File: src/rtl/core/sparse_matrix_entry_store_macros.svh
// ----------------------------------------------------------------------------
// Assertion macros for the sparse matrix entry store
// Shared property forms so every check reports the same way.
// ----------------------------------------------------------------------------
`ifndef SPARSE_MATRIX_ENTRY_STORE_MACROS_SVH
`define SPARSE_MATRIX_ENTRY_STORE_MACROS_SVH

// Same-cycle implication, masked while reset is asserted
`define SMES_ASSERT_IMPL(lbl, clk, rstn, ante, cons, msg) \
    lbl: assert property (@(posedge clk) disable iff (!(rstn)) (ante) |-> (cons)) \
        else $error(msg);

// Next-cycle implication, masked while reset is asserted
`define SMES_ASSERT_NEXT(lbl, clk, rstn, ante, cons, msg) \
    lbl: assert property (@(posedge clk) disable iff (!(rstn)) (ante) |=> (cons)) \
        else $error(msg);

// Next-cycle implication that also holds across reset
`define SMES_ASSERT_NEXT_NR(lbl, clk, ante, cons, msg) \
    lbl: assert property (@(posedge clk) (ante) |=> (cons)) \
        else $error(msg);

`endif

File: src/rtl/core/smes_pkg.sv
// ----------------------------------------------------------------------------
// smes_pkg
// Types, constants and helpers shared by the sparse matrix entry store.
// ----------------------------------------------------------------------------
package smes_pkg;

    // Default table depth
    localparam int CAPACITY_DEF = 64;

    // Matrix bounds; coord_ok clamps the in-use registers to these
    localparam int MAX_ROWS = 256;
    localparam int MAX_COLS = 256;
    localparam int LIM_W    = 17;

    // Configuration port
    localparam int CFG_IDX_W  = 1;
    localparam int CFG_DATA_W = 9;
    localparam logic [CFG_IDX_W-1:0] REG_ROWS_IN_USE = 1'b0;
    localparam logic [CFG_IDX_W-1:0] REG_COLS_IN_USE = 1'b1;
    localparam logic [CFG_DATA_W-1:0] ROWS_IN_USE_RST = 9'd256;
    localparam logic [CFG_DATA_W-1:0] COLS_IN_USE_RST = 9'd256;

    // Request codes
    localparam logic REQ_WRITE = 1'b0;
    localparam logic REQ_READ  = 1'b1;

    typedef struct packed {
        logic              req_type;
        logic [7:0]        row_index;
        logic [7:0]        col_index;
        logic signed [31:0] write_value;
    } in_t;

    typedef struct packed {
        logic signed [31:0] read_value;
        logic              in_range;
        logic              full_drop;
    } out_t;

    // One table slot
    typedef struct packed {
        logic              valid;
        logic [7:0]        row;
        logic [7:0]        col;
        logic signed [31:0] value;
    } entry_t;

    typedef struct packed {
        logic [CFG_DATA_W-1:0] rows_in_use;
        logic [CFG_DATA_W-1:0] cols_in_use;
    } cfg_t;

    typedef struct packed {
        logic match;
        logic free;
    } cmp_res_t;

    typedef struct packed {
        logic clearing;
        logic busy;
    } ctrl_status_t;

    // Coordinate check against min(register, bound)
    function automatic logic coord_ok(logic [7:0] idx, logic [CFG_DATA_W-1:0] lim_reg,
                                      logic [LIM_W-1:0] bound);
        logic [LIM_W-1:0] reg_ext;
        logic [LIM_W-1:0] lim;
        reg_ext = {{(LIM_W-CFG_DATA_W){1'b0}}, lim_reg};
        lim     = (reg_ext < bound) ? reg_ext : bound;
        return {{(LIM_W-8){1'b0}}, idx} < lim;
    endfunction

endpackage

File: src/rtl/core/smes_table.sv
// ----------------------------------------------------------------------------
// smes_table
// Entry memory: one write port, one registered read port.
// ----------------------------------------------------------------------------
module smes_table #(
    parameter int CAPACITY = smes_pkg::CAPACITY_DEF,
    parameter int AW       = 6
) (
    input  logic            aclk,
    input  logic            wr_en,
    input  logic [AW-1:0]   wr_addr,
    input  smes_pkg::entry_t wr_data,
    input  logic [AW-1:0]   rd_addr,
    output smes_pkg::entry_t rd_data
);
    import smes_pkg::*;

    entry_t mem [CAPACITY];

    // Write and registered read
    always_ff @(posedge aclk) begin
        if (wr_en) begin
            mem[wr_addr] <= wr_data;
        end
        rd_data <= mem[rd_addr];
    end

endmodule

File: src/rtl/core/smes_cmp.sv
// ----------------------------------------------------------------------------
// smes_cmp
// Shared coordinate comparator, applied to one table slot per cycle.
// ----------------------------------------------------------------------------
module smes_cmp (
    input  smes_pkg::entry_t   entry,
    input  logic [7:0]         key_row,
    input  logic [7:0]         key_col,
    output smes_pkg::cmp_res_t res
);
    import smes_pkg::*;

    // Hit on a live slot with both coordinates equal; free on a dead slot
    always_comb begin
        res.match = entry.valid && (entry.row == key_row) && (entry.col == key_col);
        res.free  = !entry.valid;
    end

endmodule

File: src/rtl/core/smes_ctrl.sv
// ----------------------------------------------------------------------------
// smes_ctrl
// Sequencer: clears the table after reset, scans it one slot a cycle per
// in-range request, applies the update and holds the result beat.
// ----------------------------------------------------------------------------
module smes_ctrl #(
    parameter int CAPACITY = smes_pkg::CAPACITY_DEF,
    parameter int AW       = 6
) (
    input  logic                   aclk,
    input  logic                   aresetn,
    input  smes_pkg::cfg_t         cfg,
    input  logic                   s_valid,
    output logic                   s_ready,
    input  smes_pkg::in_t          s_data,
    output logic                   m_valid,
    input  logic                   m_ready,
    output smes_pkg::out_t         m_data,
    output smes_pkg::ctrl_status_t status
);
    import smes_pkg::*;

    localparam int ST_W = 3;
    localparam logic [ST_W-1:0] ST_CLEAR = 3'd0;
    localparam logic [ST_W-1:0] ST_IDLE  = 3'd1;
    localparam logic [ST_W-1:0] ST_SCAN  = 3'd2;
    localparam logic [ST_W-1:0] ST_ACT   = 3'd3;
    localparam logic [ST_W-1:0] ST_FIN   = 3'd4;

    localparam logic [AW-1:0] LAST = AW'(CAPACITY - 1);

    // Control state
    logic [ST_W-1:0] state_reg, state_next;
    logic [AW-1:0]   addr_reg, addr_next;
    logic            issue_done_reg, issue_done_next;
    logic            cmp_v_reg, cmp_v_next;
    logic            hit_reg, hit_next;
    logic            free_found_reg, free_found_next;
    logic            m_valid_reg, m_valid_next;

    // Payload
    logic [AW-1:0]   cmp_addr_reg, cmp_addr_next;
    logic [AW-1:0]   slot_reg, slot_next;
    logic [31:0]     hit_value_reg, hit_value_next;
    in_t             req_reg, req_next;
    out_t            res_reg, res_next;
    out_t            m_data_reg, m_data_next;

    // Table port
    logic            tbl_wr_en;
    logic [AW-1:0]   tbl_wr_addr;
    entry_t          tbl_wr_data;
    entry_t          tbl_rd_data;
    cmp_res_t        cr;
    logic            coord_in;

    smes_table #(
        .CAPACITY (CAPACITY),
        .AW       (AW)
    ) u_table (
        .aclk    (aclk),
        .wr_en   (tbl_wr_en),
        .wr_addr (tbl_wr_addr),
        .wr_data (tbl_wr_data),
        .rd_addr (addr_reg),
        .rd_data (tbl_rd_data)
    );

    smes_cmp u_cmp (
        .entry   (tbl_rd_data),
        .key_row (req_reg.row_index),
        .key_col (req_reg.col_index),
        .res     (cr)
    );

    // Range check on the incoming beat
    assign coord_in = coord_ok(s_data.row_index, cfg.rows_in_use, LIM_W'(MAX_ROWS)) &&
                      coord_ok(s_data.col_index, cfg.cols_in_use, LIM_W'(MAX_COLS));

    // Sequencer
    always_comb begin
        state_next      = state_reg;
        addr_next       = addr_reg;
        issue_done_next = issue_done_reg;
        cmp_v_next      = cmp_v_reg;
        cmp_addr_next   = cmp_addr_reg;
        hit_next        = hit_reg;
        free_found_next = free_found_reg;
        slot_next       = slot_reg;
        hit_value_next  = hit_value_reg;
        req_next        = req_reg;
        res_next        = res_reg;
        m_valid_next    = m_valid_reg;
        m_data_next     = m_data_reg;
        tbl_wr_en       = 1'b0;
        tbl_wr_addr     = slot_reg;
        tbl_wr_data     = '0;

        // Result beat taken
        if (m_valid_reg && m_ready) begin
            m_valid_next = 1'b0;
        end

        unique case (state_reg)
            ST_CLEAR: begin
                tbl_wr_en   = 1'b1;
                tbl_wr_addr = addr_reg;
                addr_next   = addr_reg + 1'b1;
                if (addr_reg == LAST) begin
                    addr_next  = '0;
                    state_next = ST_IDLE;
                end
            end
            ST_IDLE: begin
                if (s_valid) begin
                    req_next        = s_data;
                    addr_next       = '0;
                    issue_done_next = 1'b0;
                    cmp_v_next      = 1'b0;
                    hit_next        = 1'b0;
                    free_found_next = 1'b0;
                    if (coord_in) begin
                        state_next = ST_SCAN;
                    end else begin
                        res_next   = '0;
                        state_next = ST_FIN;
                    end
                end
            end
            ST_SCAN: begin
                // Issue the next read; the compare of that slot follows in the next cycle
                cmp_v_next    = !issue_done_reg;
                cmp_addr_next = addr_reg;
                if (!issue_done_reg) begin
                    addr_next = addr_reg + 1'b1;
                    if (addr_reg == LAST) begin
                        issue_done_next = 1'b1;
                    end
                end
                if (cmp_v_reg) begin
                    if (cr.match) begin
                        hit_next       = 1'b1;
                        slot_next      = cmp_addr_reg;
                        hit_value_next = tbl_rd_data.value;
                        cmp_v_next     = 1'b0;
                        state_next     = ST_ACT;
                    end else begin
                        if (cr.free && !free_found_reg) begin
                            free_found_next = 1'b1;
                            slot_next       = cmp_addr_reg;
                        end
                        if (cmp_addr_reg == LAST) begin
                            cmp_v_next = 1'b0;
                            state_next = ST_ACT;
                        end
                    end
                end
            end
            ST_ACT: begin
                res_next.in_range   = 1'b1;
                res_next.read_value = ((req_reg.req_type == REQ_READ) && hit_reg) ?
                                      hit_value_reg : '0;
                res_next.full_drop  = (req_reg.req_type == REQ_WRITE) && !hit_reg &&
                                      (req_reg.write_value != 0) && !free_found_reg;
                // Update, delete or insert
                tbl_wr_en = (req_reg.req_type == REQ_WRITE) &&
                            (hit_reg || ((req_reg.write_value != 0) && free_found_reg));
                tbl_wr_addr       = slot_reg;
                tbl_wr_data.valid = (req_reg.write_value != 0);
                tbl_wr_data.row   = req_reg.row_index;
                tbl_wr_data.col   = req_reg.col_index;
                tbl_wr_data.value = req_reg.write_value;
                state_next        = ST_FIN;
            end
            ST_FIN: begin
                if (!m_valid_reg || m_ready) begin
                    m_valid_next = 1'b1;
                    m_data_next  = res_reg;
                    state_next   = ST_IDLE;
                end
            end
            default: begin
                state_next = ST_CLEAR;
                addr_next  = '0;
            end
        endcase
    end

    // Control registers
    always_ff @(posedge aclk) begin
        if (!aresetn) begin
            state_reg      <= ST_CLEAR;
            addr_reg       <= '0;
            issue_done_reg <= 1'b0;
            cmp_v_reg      <= 1'b0;
            hit_reg        <= 1'b0;
            free_found_reg <= 1'b0;
            m_valid_reg    <= 1'b0;
        end else begin
            state_reg      <= state_next;
            addr_reg       <= addr_next;
            issue_done_reg <= issue_done_next;
            cmp_v_reg      <= cmp_v_next;
            hit_reg        <= hit_next;
            free_found_reg <= free_found_next;
            m_valid_reg    <= m_valid_next;
        end
    end

    // Payload registers
    always_ff @(posedge aclk) begin
        cmp_addr_reg  <= cmp_addr_next;
        slot_reg      <= slot_next;
        hit_value_reg <= hit_value_next;
        req_reg       <= req_next;
        res_reg       <= res_next;
        m_data_reg    <= m_data_next;
    end

    assign s_ready         = (state_reg == ST_IDLE);
    assign m_valid         = m_valid_reg;
    assign m_data          = m_data_reg;
    assign status.clearing = (state_reg == ST_CLEAR);
    assign status.busy     = (state_reg == ST_SCAN) || (state_reg == ST_ACT) ||
                             (state_reg == ST_FIN);

endmodule

File: src/rtl/core/sparse_matrix_entry_store.sv
// ----------------------------------------------------------------------------
// sparse_matrix_entry_store
// Bounded table of (row, column, value) entries for a sparse matrix.
// ----------------------------------------------------------------------------
// Usage:
//   s_ channel: one request beat (read or write of one element), valid/ready.
//   m_ channel: exactly one result beat per request, valid/ready, in order.
//   cfg port:   cfg_we/cfg_addr/cfg_wdata set rows_in_use and cols_in_use;
//               write only while no request is in flight.
// Timing:
//   A request scans the table one slot a cycle through the single read port
//   of the entry memory. A hit in slot j ends the scan at that slot; a miss
//   scans every slot. A rejected coordinate skips the scan and goes straight
//   to the result stage. s_ready returns in the cycle the result is loaded
//   into the output register.
// Reset:
//   Registers return to 256. A clearing pass marks every slot empty;
//   s_ready stays low until it finishes.
// Stall:
//   A result waiting on m_ready is held in the output register; the next
//   request is still accepted and waits at its end for the register to free.
// ----------------------------------------------------------------------------
`include "sparse_matrix_entry_store_macros.svh"

module sparse_matrix_entry_store #(
    parameter int CAPACITY = smes_pkg::CAPACITY_DEF
) (
    input  logic                            aclk,
    input  logic                            aresetn,
    input  logic                            cfg_we,
    input  logic [smes_pkg::CFG_IDX_W-1:0]  cfg_addr,
    input  logic [smes_pkg::CFG_DATA_W-1:0] cfg_wdata,
    input  logic                            s_valid,
    output logic                            s_ready,
    input  smes_pkg::in_t                   s_data,
    output logic                            m_valid,
    input  logic                            m_ready,
    output smes_pkg::out_t                  m_data
);
    import smes_pkg::*;

    localparam int AW = (CAPACITY > 1) ? $clog2(CAPACITY) : 1;

    logic [CFG_DATA_W-1:0] rows_reg, rows_next;
    logic [CFG_DATA_W-1:0] cols_reg, cols_next;
    cfg_t                  cfg;
    ctrl_status_t          st;

    // Configuration writes
    always_comb begin
        rows_next = rows_reg;
        cols_next = cols_reg;
        if (cfg_we) begin
            unique case (cfg_addr)
                REG_ROWS_IN_USE: rows_next = cfg_wdata;
                REG_COLS_IN_USE: cols_next = cfg_wdata;
            endcase
        end
    end

    always_ff @(posedge aclk) begin
        if (!aresetn) begin
            rows_reg <= ROWS_IN_USE_RST;
            cols_reg <= COLS_IN_USE_RST;
        end else begin
            rows_reg <= rows_next;
            cols_reg <= cols_next;
        end
    end

    assign cfg.rows_in_use = rows_reg;
    assign cfg.cols_in_use = cols_reg;

    smes_ctrl #(
        .CAPACITY (CAPACITY),
        .AW       (AW)
    ) u_ctrl (
        .aclk    (aclk),
        .aresetn (aresetn),
        .cfg     (cfg),
        .s_valid (s_valid),
        .s_ready (s_ready),
        .s_data  (s_data),
        .m_valid (m_valid),
        .m_ready (m_ready),
        .m_data  (m_data),
        .status  (st)
    );

    // Checks
    `SMES_ASSERT_NEXT_NR(a_reset_blocks, aclk, !aresetn, !s_ready, "ready after reset")
    `SMES_ASSERT_NEXT(a_one_at_a_time, aclk, aresetn, s_valid && s_ready, !s_ready, "busy take")
    `SMES_ASSERT_IMPL(a_busy_not_ready, aclk, aresetn, st.clearing || st.busy, !s_ready, "ready busy")
    `SMES_ASSERT_IMPL(a_drop_in_range, aclk, aresetn, m_valid && m_data.full_drop, m_data.in_range, "bad drop")

endmodule
File: config.mk
export PLATFORM = sky130hd
export DESIGN_NAME = sparse_matrix_entry_store
export DESIGN_NICKNAME = d
export VERILOG_FILES = /design/src/rtl/core/smes_pkg.sv /design/src/rtl/core/smes_table.sv /design/src/rtl/core/smes_cmp.sv /design/src/rtl/core/smes_ctrl.sv /design/src/rtl/core/sparse_matrix_entry_store.sv
export VERILOG_INCLUDE_DIRS = /design/src /design/src/rtl/core
export SDC_FILE = /design/constraint.sdc
export NUM_CORES = 2
export LEC_CHECK = 0
export BUFFER_PORTS_ARGS = -buffer_cell sky130_fd_sc_hd__buf_2
export CAP_MARGIN = 10
export CORE_MARGIN = 3
export CORE_UTILIZATION = 54
export CTS_CLUSTER_DIAMETER = 200
export DETAILED_ROUTE_END_ITERATION = 10
export PLACE_DENSITY = 0.77
export SKIP_CTS_REPAIR_TIMING = 1
export SLEW_MARGIN = 20
export SYNTH_ARGS = -nofsm -noshare
export SYNTH_HDL_FRONTEND = slang
export SYNTH_SLANG_ARGS = --single-unit
export TNS_END_PERCENT = 30
File: constraint.sdc
create_clock -name aclk -period 7.71 [get_ports aclk]
set_clock_uncertainty 0.15 [all_clocks]
set_input_delay 0 -clock aclk [delete_from_list [all_inputs] [get_ports aclk]]
set_output_delay 0 -clock aclk [all_outputs]
set_load 0.01 [all_outputs]
**After elaboration in Yosys (flattened, before gate mapping)**

Memory sizes are Yosys's and may differ from the RTL's. A register that Yosys moved wholly into a read port is not among the register bits.
Cells that the tools add are included.

- Flip-flop bits (word level): 193
- Latch bits: 0
- RAM bits: 3136
- Bits in read-only memories: 0
- Output and inout bits: 36
- Memories: 1

- Add/sub/neg operators: 1
- $mul: 0
- Div/mod/pow operators: 0
- Order comparisons: 4
- Equal/unequal tests: 18
- Shift operators: 0
- Muxes and demuxes: 43
- Bitwise logic cells: 3
- Reductions and logical operators: 36

Memories:

| name | words | bits a word | read ports | clocked after memory_dff | write ports | line | RTL |
|---|---|---|---|---|---|---|---|
| u_ctrl.u_table.mem | 64 | 49 | 1 | 1 | 1 | smes_table.sv:18 | `entry_t mem [CAPACITY];` |

Operator list:

| operator | count |
|---|---|
| $mux 34 | 2 |
| $pmux 34 s2 | 1 |
| $mux 49 | 1 |
| $mux 6 | 6 |
| $lt 8x17->1 | 2 |
| $mux 32 | 1 |
| $reduce_bool 32->1 | 1 |
| $pmux 6 s4 | 1 |
| $mux 3 | 7 |
| $lt 9x9->1 const B | 2 |
| $mux 9 | 2 |
| $eq 8x8->1 | 2 |
| $mux 1 | 16 |
| $pmux 3 s5 | 1 |
| $eq 6x6->1 const B | 2 |
| $reduce_and 3->1 | 4 |
| $logic_and 1x1->1 | 11 |
| $ne 2x1->1 const B | 5 |
| $pmux 1 s2 | 5 |
| $reduce_and 2->1 | 5 |
| $reduce_and 5->1 | 2 |
| $ne 2x2->1 const B | 4 |
| $add 6x1->6 const B | 1 |
| $eq 3x2->1 const B | 2 |
| 10 further kinds | 19 |

**Depth between registers and ports, before layout**

- Depth after elaboration: 7
- Depth in mapped cells: 10

**Cells and area by module**

From an unflattened synthesis, not the netlist that was laid out.

- Cells, all modules: 5810
- Area total of the unflattened synthesis: 127671.2 um^2

Modules (own cells, without submodules):

| module | instances | cells an instance | area each (um^2) | sequential area each (um^2) |
|---|---|---|---|---|
| smes_table | 1 | 5283 | 119992.6 | 95151.3 |
| smes_ctrl | 1 | 433 | 6797.8 | 5114.9 |
| sparse_matrix_entry_store | 1 | 71 | 696.9 | 360.3 |
| smes_cmp | 1 | 23 | 183.9 | 0.0 |

**Worst setup path before layout**

No wires, ideal clock.

- Kind: register to register
- Start point: reg u_ctrl.state_reg[2]
- End point: mem u_ctrl.u_table.mem[48][0] (netlist name) (enable)
- Arrival time: 5.157 ns
- Data required time: 7.034 ns
- Setup slack: 1.876 ns
- Stages on the path, launching flop included: 8
- Path buffers: 2
- Period minus slack after synthesis: 5.834 ns
- Cell sequence: dfxtp_1 -> buf_2 -> or3_1 -> buf_2 -> mux2i_1 -> inv_1 -> o211a_1 -> nor3b_1

- Word-level cells in the longest chain between the ends: 4
- Elaborated cells on any way between the ends: 6

RTL lines:

| element | line | RTL |
|---|---|---|
| start: declaration | smes_ctrl.sv:33 | `logic [ST_W-1:0] state_reg, state_next;` |
| start signal: assignment | smes_ctrl.sv:200 | `state_reg <= state_next;` |
| $eq 3x2->1 or $logic_not 3->1 (tied branches) | n/a |  |
| $pmux 1 s2 | smes_ctrl.sv:104 | `unique case (state_reg)` |
| $mux 1 | smes_table.sv:22 | `if (wr_en) begin` |
| $mux 1 (implied by the code) | smes_table.sv:23 | `mem[wr_addr] <= wr_data;` |
| end: declaration | smes_table.sv:18 |  |

Parallel ways exist; a longest one is shown, timed or not.

**Final worst setup path**

- Start point: reg u_ctrl.addr_reg[2]
- End point: mem u_ctrl.u_table.mem[12][5] (netlist name) (enable)

- Word-level cells in the longest chain between the ends: 1

RTL lines:

| element | line | RTL |
|---|---|---|
| start: declaration | smes_ctrl.sv:34 | `logic [AW-1:0] addr_reg, addr_next;` |
| start signal: assignment | smes_ctrl.sv:201 | `addr_reg <= addr_next;` |
| $mux 6 | smes_ctrl.sv:104 |  |

No other way between the ends.

==> impl_results.md <==
* Run status: finished, violations left
* Failing checks: DRC
* GRT Resource Usage Total at 28.4%
* Reg2reg end: u_ctrl.u_table.mem[12][5]$_DFFE_PP_
* CTS Buf Count at 333
* Via-per-instance ratio at 6.96
* Syn Std Cell Area at 0.128 mm^2
* Hold Path Sink: rows_reg[3]$_SDFFE_PN0P_
* Cell Rows at between 150 and 200
* Nets at approximately 6000
* Top FF cell, synth: edfxtp_1
* IO buf count at between 90 and 100
* Iteration count of the initial detailed-routing pass at 9
* Crit path setup slack, layout at 2.46 ns
* Maximum vdd drop at 0.216 mV
* Post-synth top area share at 77.5%
* CTS H-tree depth at 5
* MaxCap Viol Count at 0
* Share of post-route cells with drive strength above 1 at 27.7%
* Area contributors post-synth: edfxtp_1 77%, mux4_2 14%, dfxtp_1 1.3%
* Max reg flops at 3136
* Largest net degree at the start of global routing at 137
* Crit path DAT at 5.64 ns
* Number of synthesized flops with an enable pin at between 3000 and 4000
* Crit Path Category: register to register
* Placer congestion estimate at 0.901
* Placeable Area at 0.234 mm^2
* YS warnings at 0
* Hold Crit Depth at 5
* Final Hold Fails at 0
* Clock sink total at 3378
* Antenna violations before repair at 25
* Area leader, netlist: edfxtp_1
* Worst-Margin Slew at 1.21 ns
* Final TNS setup at 0 ns
* Die extent in x at 492 um
* Number of global-route vias before repair at 65000
* Synth-to-Final Area Change at 13.4%
* Slew Limit Fails at 0
* FF-to-FF path depth at 6
* Synth Net Count at ~5700
* Final min period at 5.25 ns
* Pwr/cell area at roughly 260 mW/mm^2
* Synth cell count leaders: 3297 x edfxtp_1, 804 x mux4_2, 186 x a22oi_1, 129 x clkbuf_1, 127 x nor2_1
* Root Driver: clkbuf_16
* Slew margin rel. at between 10% and 20%
* Vias at around 66000
* P_leak at between 0.04 and 0.05 uW
* Final setup fails at 0
* Skew-Pair Late Insertion Delay at between 0.9 and 1 ns
* Num ports at 100
* Worst setup EP type: register
* First-pass GRT wire length at 485000 um
* Hold crit path type: input port to register
* Synth unique cells at 59
* Remaining DRCs at 2
* DP Worst Slack at 2.58 ns
* Fill cell count at 14700
* Worst hold path startpoint: cfg_we
* Die height at between 400 and 500 um
* CTS max path bufs at 4
* Critical R2R Launch: u_ctrl.addr_reg[2]$_SDFFE_PN0P_
* Synth Area per Inst at 22.8 um^2
* Flop-to-flop setup slack at 2.46 ns
* Most common cell in the netlist: edfxtp_1
* Register area share after synthesis at 78.8%
* RSZ-0062 raised after global routing: no
* DP Wirelength at between 150000 and 200000 um
* CTS tree: yes
* Nature of the critical path startpoint: register
* Overflow after GRT at 0
* CP Max Fanout at 43
* Die area at 0.242 mm^2
* Critical Path RT at approximately 8.1 ns
* Post-Synthesis Cells at 5603
* Routed length per instance at 37.3 um
* Clock Pin Slew Worst Setup and Hold Paths at roughly 0.070 ns
* Starting DRT DRC Count at 11600
* Initial Util at 54.6%
* Antenna Violating Nets Remaining at 0
* Routed WL at 351000 um
* Flops & latches, synth at between 3000 and 4000
* Fmax at 190 MHz
* Final period util at between 60% and 70%
* Ys async rst share at 0%
-- worst max-delay path: stages (launching register included) --
cell and delay [ns]:
dfxtp_4 0.88, clkinv_2 0.86, or3_1 0.64, o21ai_0 0.19, nand2_1 0.38, nor2_4 0.91
buf_4 0.71
-- layout by cell type (no fill, tap or decap), types with 12 or more instances in the layout --
cell,synthesis,routed
dfxtp_1,81,75
mux2i_1,89,89
dlygate4sd3_1,0,135
edfxtp_1,3297,3297
nor2b_1,29,12
nor3_1,21,20
nor2b_4,0,17
mux4_2,804,804
buf_4,36,136
or4_1,15,15
o21ai_0,34,29
buf_12,0,17
and2_1,47,36
o22ai_1,45,45
clkbuf_1,129,73
nor2_1,127,82
bufinv_16,0,37
ha_1,15,15
clkbuf_16,0,342
mux2_2,69,69
nand2b_1,29,28
xnor2_1,12,12
and3_4,0,39
nand2_1,85,85
a22oi_1,186,186
clkinv_1,0,54
a21boi_0,21,21
clkinv_2,0,54
nor2_4,0,44
a21oi_1,81,80
o221ai_1,17,17
buf_2,104,99
nand3_1,20,20
-- cells by family after synthesis --
group,Yosys count,share of synthesized area (%)
buf+inv,309,1.16
fa+ha+maj,15,0.147
compound gates,442,2.39
xor+xnor,16,0.110
simple gates,481,1.95
mux,962,15.5
flops,3378,78.8
-- final cells by class --
| class | count | area, um^2 | area share, % |
|---|---|---|---|
| diodes | 7 | 17.5 | 0.0121 |
| clock buffers | 423 | 8940 | 6.17 |
| clock inverters | 161 | 1740 | 1.20 |
| inverters | 10 | 38.8 | 0.0268 |
| multi-input cells | 1916 | 26400 | 18.2 |
| flip-flops and latches | 3378 | 101000 | 69.4 |
| well taps | 3132 | 3920 | 2.70 |
| repair buffers | 387 | 3210 | 2.21 |
-- per-layer routing --
metal  vias up  track usage (%)  part of all wire [%]
li1      24600                -                     -
met1     33900             37.7                    33
met2      5978             43.5                    47
met3      1047             8.42                    14
met4         8             13.8                   5.8
met5         -                0                 0.056
-- metrics by stage --
step | area (um^2) | hold slack, ns | std cells | total power [uW] | utilization (%)
2_1_floorplan | 128000 | -0.0511 | 5603 | 21500 | -
3_3_place_gp | 133000 | 0.0286 | 8685 | 22100 | 56.7
3_5_place_dp | 133000 | 0.0282 | 8686 | 22100 | 56.7
4_1_cts | 143000 | -0.994 | 9270 | 37900 | 61.3
5_1_grt | 145000 | 0.0979 | 9410 | 38800 | 62.0
6_report | 145000 | 0.0596 | 9414 | 38000 | 62.0
-- worst max path at each step --
| stage | startpoint | endpoint | slack [ns] | cells past startpoint |
|---|---|---|---|---|
| finish | u_ctrl.addr_reg[2]$_SDFFE_PN0P_ | u_ctrl.u_table.mem[12][5]$_DFFE_PP_ | 2.46 | 6 |
| CTS | u_ctrl.addr_reg[2]$_SDFFE_PN0P_ | u_ctrl.u_table.mem[12][5]$_DFFE_PP_ | 2.52 | 6 |
| detailed placement | u_ctrl.addr_reg[2]$_SDFFE_PN0P_ | u_ctrl.u_table.mem[13][20]$_DFFE_PP_ | 2.58 | 6 |
| global placement | u_ctrl.addr_reg[2]$_SDFFE_PN0P_ | u_ctrl.u_table.mem[12][42]$_DFFE_PP_ | 2.64 | 6 |
| global route | u_ctrl.addr_reg[2]$_SDFFE_PN0P_ | u_ctrl.u_table.mem[12][5]$_DFFE_PP_ | 2.41 | 6 |
| floorplan | u_ctrl.state_reg[2]$_SDFFE_PN0P_ | u_ctrl.u_table.mem[48][0]$_DFFE_PP_ | 1.88 | 7 |
-- power breakdown --
group,total (uW),leakage [uW],internal (uW),switching [uW]
Combinational,1650,0.00922,695,954
Sequential,20200,0.0348,20000,134
Clock,16200,0.00522,9420,6740
Total,38000,0.0493,30100,7830
Note: power is estimated with default switching activity, not from simulation.
